===== src/hdl/kmer_edit_ball_center_assign_assert.svh =====
// ----------------------------------------------------------------------------
// Assertion macros for the k-mer edit-ball centre assignment block
// Implication checks clocked on a rising edge, disabled during reset.
// ----------------------------------------------------------------------------
`ifndef KMER_EDIT_BALL_CENTER_ASSIGN_ASSERT_SVH
`define KMER_EDIT_BALL_CENTER_ASSIGN_ASSERT_SVH

// same-cycle implication
`define KEBCA_ASSERT_IMPL(label, clk, rst_n, ante, cons) \
    label: assert property (@(posedge clk) disable iff (!rst_n) (ante) |-> (cons)) \
        else $error("kebca: implication check failed");

// next-cycle implication
`define KEBCA_ASSERT_NEXT(label, clk, rst_n, ante, cons) \
    label: assert property (@(posedge clk) disable iff (!rst_n) (ante) |=> (cons)) \
        else $error("kebca: next-cycle check failed");

`endif


===== src/hdl/kebca_pkg.sv =====
// ----------------------------------------------------------------------------
// kebca_pkg
// Types and constants shared by the edit-ball centre assignment block.
// ----------------------------------------------------------------------------
`default_nettype none

package kebca_pkg;

    localparam int CFG_W   = 4;   // width of each configuration register
    localparam int CFG_IDX_W = 2;
    localparam int DIST_W  = 4;
    localparam int DEPTH_W = 5;   // layer counter, holds radius + 1

    localparam logic [CFG_IDX_W-1:0] CFG_KMER_LENGTH   = 2'd0;
    localparam logic [CFG_IDX_W-1:0] CFG_SEARCH_RADIUS = 2'd1;

    localparam logic [CFG_W-1:0] KMER_LENGTH_RESET   = 4'd8;
    localparam logic [CFG_W-1:0] SEARCH_RADIUS_RESET = 4'd2;

    localparam logic MODE_ASSIGN = 1'b0;
    localparam logic MODE_QUERY  = 1'b1;

    localparam logic KIND_WALK  = 1'b0;
    localparam logic KIND_QUERY = 1'b1;

    typedef struct packed {
        logic        mode;
        logic [15:0] kmer_value;
        logic [15:0] center_number;
    } req_t;

    typedef struct packed {
        logic        answer_kind;
        logic        assigned;
        logic [15:0] nearest_center;
        logic [3:0]  distance;
    } rsp_t;

    typedef enum logic [3:0] {
        S_CLEAR,
        S_IDLE,
        S_VCLR,
        S_PROBE,
        S_CHECK,
        S_LAYER,
        S_LOAD,
        S_LWAIT,
        S_QREAD,
        S_FIN
    } state_t;

    typedef enum logic [1:0] {
        PH_DEL,
        PH_SUB,
        PH_INS
    } phase_t;

    typedef struct packed {
        logic idle;
        logic tab_clr;
        logic vis_clr;
        logic accept_walk;
        logic check;
        logic layer_step;
        logic latch_node;
        logic emit_walk;
        logic emit_query;
    } cmd_t;

    typedef struct packed {
        logic sweep_last;
        logic init;
        logic last_nbr;
        logic more_nodes;
        logic walk_end;
        logic next_empty;
    } status_t;

endpackage

`default_nettype wire


===== src/hdl/kebca_ctrl.sv =====
// ----------------------------------------------------------------------------
// kebca_ctrl
// Sequencer: clearing sweeps, neighbour probing, layer hand-over, replies.
// ----------------------------------------------------------------------------
`default_nettype none

module kebca_ctrl
    import kebca_pkg::*;
(
    input  wire logic    clk,
    input  wire logic    rst_n,
    input  wire logic    start,
    input  wire logic    mode,
    input  wire status_t status,
    output cmd_t         cmd,
    output logic         busy
);

    state_t state_reg, state_next;

    always_ff @(posedge clk or negedge rst_n)
    begin
        if (!rst_n)
        begin
            state_reg <= S_CLEAR;
        end
        else
        begin
            state_reg <= state_next;
        end
    end

    always_comb
    begin
        cmd        = '0;
        state_next = state_reg;
        case (state_reg)
            S_CLEAR:
            begin
                cmd.tab_clr = 1'b1;
                if (status.sweep_last)
                begin
                    state_next = S_IDLE;
                end
            end
            S_IDLE:
            begin
                cmd.idle = 1'b1;
                if (start)
                begin
                    if (mode == MODE_QUERY)
                    begin
                        state_next = S_QREAD;
                    end
                    else
                    begin
                        cmd.accept_walk = 1'b1;
                        state_next      = S_VCLR;
                    end
                end
            end
            S_VCLR:
            begin
                cmd.vis_clr = 1'b1;
                if (status.sweep_last)
                begin
                    state_next = S_PROBE;
                end
            end
            S_PROBE:
            begin
                state_next = S_CHECK;
            end
            S_CHECK:
            begin
                cmd.check = 1'b1;
                if (status.init)
                begin
                    state_next = S_LAYER;
                end
                else if (!status.last_nbr)
                begin
                    state_next = S_PROBE;
                end
                else if (status.more_nodes)
                begin
                    state_next = S_LOAD;
                end
                else
                begin
                    state_next = S_LAYER;
                end
            end
            S_LAYER:
            begin
                cmd.layer_step = 1'b1;
                if (status.walk_end)
                begin
                    state_next = S_FIN;
                end
                else if (!status.next_empty)
                begin
                    state_next = S_LOAD;
                end
            end
            S_LOAD:
            begin
                state_next = S_LWAIT;
            end
            S_LWAIT:
            begin
                cmd.latch_node = 1'b1;
                state_next     = S_PROBE;
            end
            S_QREAD:
            begin
                cmd.emit_query = 1'b1;
                state_next     = S_IDLE;
            end
            S_FIN:
            begin
                cmd.emit_walk = 1'b1;
                state_next    = S_IDLE;
            end
            default:
            begin
                state_next = S_CLEAR;
            end
        endcase
    end

    assign busy = (state_reg != S_IDLE);

endmodule

`default_nettype wire


===== config.mk =====
export PLATFORM = sky130hd
export DESIGN_NAME = kebca_ctrl
export DESIGN_NICKNAME = d
export VERILOG_FILES = /design/src/hdl/kmer_edit_ball_center_assign_assert.svh /design/src/hdl/kebca_pkg.sv /design/src/hdl/kebca_ctrl.sv
export SDC_FILE = /design/constraint.sdc
export NUM_CORES = 1
export LEC_CHECK = 0
export BUFFER_PORTS_ARGS = -buffer_cell sky130_fd_sc_hd__buf_2
export CAP_MARGIN = 5
export CELL_PAD_IN_SITES_DETAIL_PLACEMENT = 0
export CELL_PAD_IN_SITES_GLOBAL_PLACEMENT = 1
export CORE_UTILIZATION = 31
export DETAILED_ROUTE_END_ITERATION = 6
export HOLD_SLACK_MARGIN = 0.15
export PLACE_DENSITY = 0.8
export SYNTH_ARGS = -nofsm -noshare
export SYNTH_HDL_FRONTEND = slang
export SYNTH_SLANG_ARGS = --single-unit

===== constraint.sdc =====
create_clock -name clk -period 3.54 [get_ports clk]
set_clock_uncertainty 0.15 [all_clocks]
set_input_delay 0.177 -clock clk [delete_from_list [all_inputs] [get_ports clk]]
set_output_delay 0.177 -clock clk [all_outputs]
set_load 0.02 [all_outputs]

==> impl_metrics.yaml <==
clock_tree:
  cts_max_path_buffers: 2
  clk_latency_ns: 0.24
  numCtsBuffers: 3
  cts_root_buffer: "clkbuf_4"
  hold_buffers: 3
  cts_tree: "built"
  cts_resized: 0
  clkSlewWorstSetupHoldPaths_ns: 0.04
  cts_sinks: 4
  htree_levels: 1
  post_cts_buffers: 0
yosys:
  synth_warnings: 0
  synth-main-ff-cell: "dfrtp_1"
  syn_nets: 64
  synth_edf_count: 0
  yosysTopAreaCellShare_pct: 24.4
  netlist_area_um2: 410
  synth.distinct_cells: 30
  async_reset_ff_share_pct: 100
  synth_top_cells_by_count: "nor2_1 (6), nand2b_1 (5), a21oi_1 (4), dfrtp_1 (4)"
  synth_top_area_cell: "dfrtp_1"
  synth_seq_cells: 4
  yosysMostFrequentCell: "nor2_1"
  yosys-top-cells-area: "dfrtp_1 (24%), nand2b_1 (7.6%), nor2_1 (5.5%)"
  netlist_instances: 54
  avgSynthCellArea_um2: 7.60
  ys_seq_area_share_pct: 24.4
flow_run:
  max_cap_viol_count: 0
sta:
  drv_slew: 0
  post-route-min-period_ns: 2.05
  tightest_slew_ns: 0.535
  slew_headroom_pct: 64.3
  finalSetupViolations: 0
  setup_tns_ns: 0
  hold_slack_ns: 0.189
  rsz0062_at_grt: "no"
  fmaxAchievable_mhz: 488
  final.setup.worst_slack_ns: 1.49
  period_share_pct: 57.8
  hold_viol_final: 0
global_route:
  grt-ovfl-total: 0
  first_global_vias: 436
  grt_pass1_wl_mm: 1.97
  grt_usage_pct: 20.4
  grt_antenna_before_repair: 0
  grt_max_degree: 18
cells_and_area:
  final_util_pct: 47.3
  largest_reg_flops: 4
  drive_above_1_share_pct: 37.3
  fin_nets: 87
  fin_cells: 89
  insertedDiodeCount: 0
  fillers: 128
  finalInstanceArea_um2: 554
  area_growth_pct: 35.1
floorplan:
  die_w_um: 38.4
  placementRows: 12
  io_pins: 20
  die_area_mm2: 0.00147
  core_mm2: 0.00117
  fp.dieH_um: 38.4
  start_util_pct: 35.0
placed_design:
  dp.cells: 83
  port_buffers: 19
  dp_hpwl_um: 753
  pre_cts_ws_ns: 1.77
  gp_congestion: 0.812
  place_area_um2: 502
routing:
  vias: 463
  first_pass_iters: 4
  ant_nets: 0
  wire_per_inst_um: 12.5
  drc: 0
  drt-initial-drc-count: 16
  wirelength_mm: 1.12
  via_per_inst: 5.20
worst_setup_path:
  worstPathMaxFanout: 15
  cp.arrival_ns: 1.72
  ff2ff_setup_slack_ns: 1.79
  r2r_start: "state_reg[0]"
  r2r_end: "state_reg[1]"
  startpoint_type: "flop"
  reg2reg_depth: 4
  cp_data_required_time_ns: 3.21
  worstSetupPathType: "reg -> out"
  cp-end-kind: "primary output"
status:
  status: "finished clean"
worst_hold_path:
  hold_start: "mode"
  hp-class: "in -> reg"
  min_path_cells: 3
  worstHoldEndpoint: "state_reg[3]"
pwr:
  total_power_mw: 0.451
  power_density_mw_per_mm2: 813
  ir_drop_mv: 0.269
  p_leak_nw: 0.263
-- worst max path at each step --
stage / startpoint / end / slack, ns / cells after the start
finish: state_reg[0] / cmd[5] / 1.49 / 5
global route: state_reg[0] / cmd[5] / 1.30 / 5
floorplan: state_reg[2] / cmd[5] / 1.51 / 4
detailed placement: state_reg[0] / cmd[5] / 1.77 / 5
global placement: state_reg[0] / cmd[5] / 1.76 / 5
CTS: state_reg[0] / cmd[5] / 1.48 / 5
-- logic make-up (layout without fill, tap and decap cells) --
kind of cell              Yosys count  in the layout  share of synthesized area, %
xor gates and xnor gates            1              1                          2.13
buffers and inverters               7             28                          7.93
DFF                                 4              4                          24.4
muxes                               1              1                          2.44
and+or+nand+nor                    27             27                          40.6
AOI/OAI and AO/OA                  14             14                          22.6
-- where the power goes --
group / switching, mW / internal, mW
Combinational: 0.146 / 0.112
Clock: 0.0204 / 0.0380
Sequential: 0.0698 / 0.0640
-- layout make-up --
class	instances	area (um^2)	area share [%]
tap	14	17.5	3.16
inverter	3	11.3	2.03
timing repair buffer	22	125	22.6
sequential	4	100	18.1
clock buffer	3	22.5	4.06
multi-input combinational	43	278	50.1
-- per-layer routing --
metal	track usage, %	wire length (um)	share of wire, %
met1	23.1	505	45
met2	33.5	535	48
met3	3.49	65	5.8
met4	15.5	10	0.90
met5	0	0	0
-- critical path, stage by stage (launching register included) --
cell and delay (ns):
dfrtp_1 0.64, nand2b_2 0.22, nor3_2 0.19, inv_2 0.05
nor3b_1 0.18, buf_2 0.19
-- placed cells by master (no fill, tap or decap), drive strengths merged --
| cell | count |
|---|---|
| dlygate4sd3 | 3 |
| nor4bb | 1 |
| nor3 | 4 |
| nand2 | 2 |
| o21ai | 2 |
| dfrtp | 4 |
| inv | 3 |
| nor4 | 3 |
| xor2 | 1 |
| nand2b | 6 |
| a22o | 1 |
| nor2 | 6 |
| nor2b | 1 |
| or3 | 1 |
| a22oi | 2 |
| and3b | 1 |
| nor3b | 1 |
| o31ai | 1 |
| buf | 19 |
| mux2i | 1 |
| nand3b | 1 |
| a21oi | 4 |
| o21bai | 1 |
| o22ai | 3 |
| clkbuf | 3 |
Power figures use the tool's default switching activity.
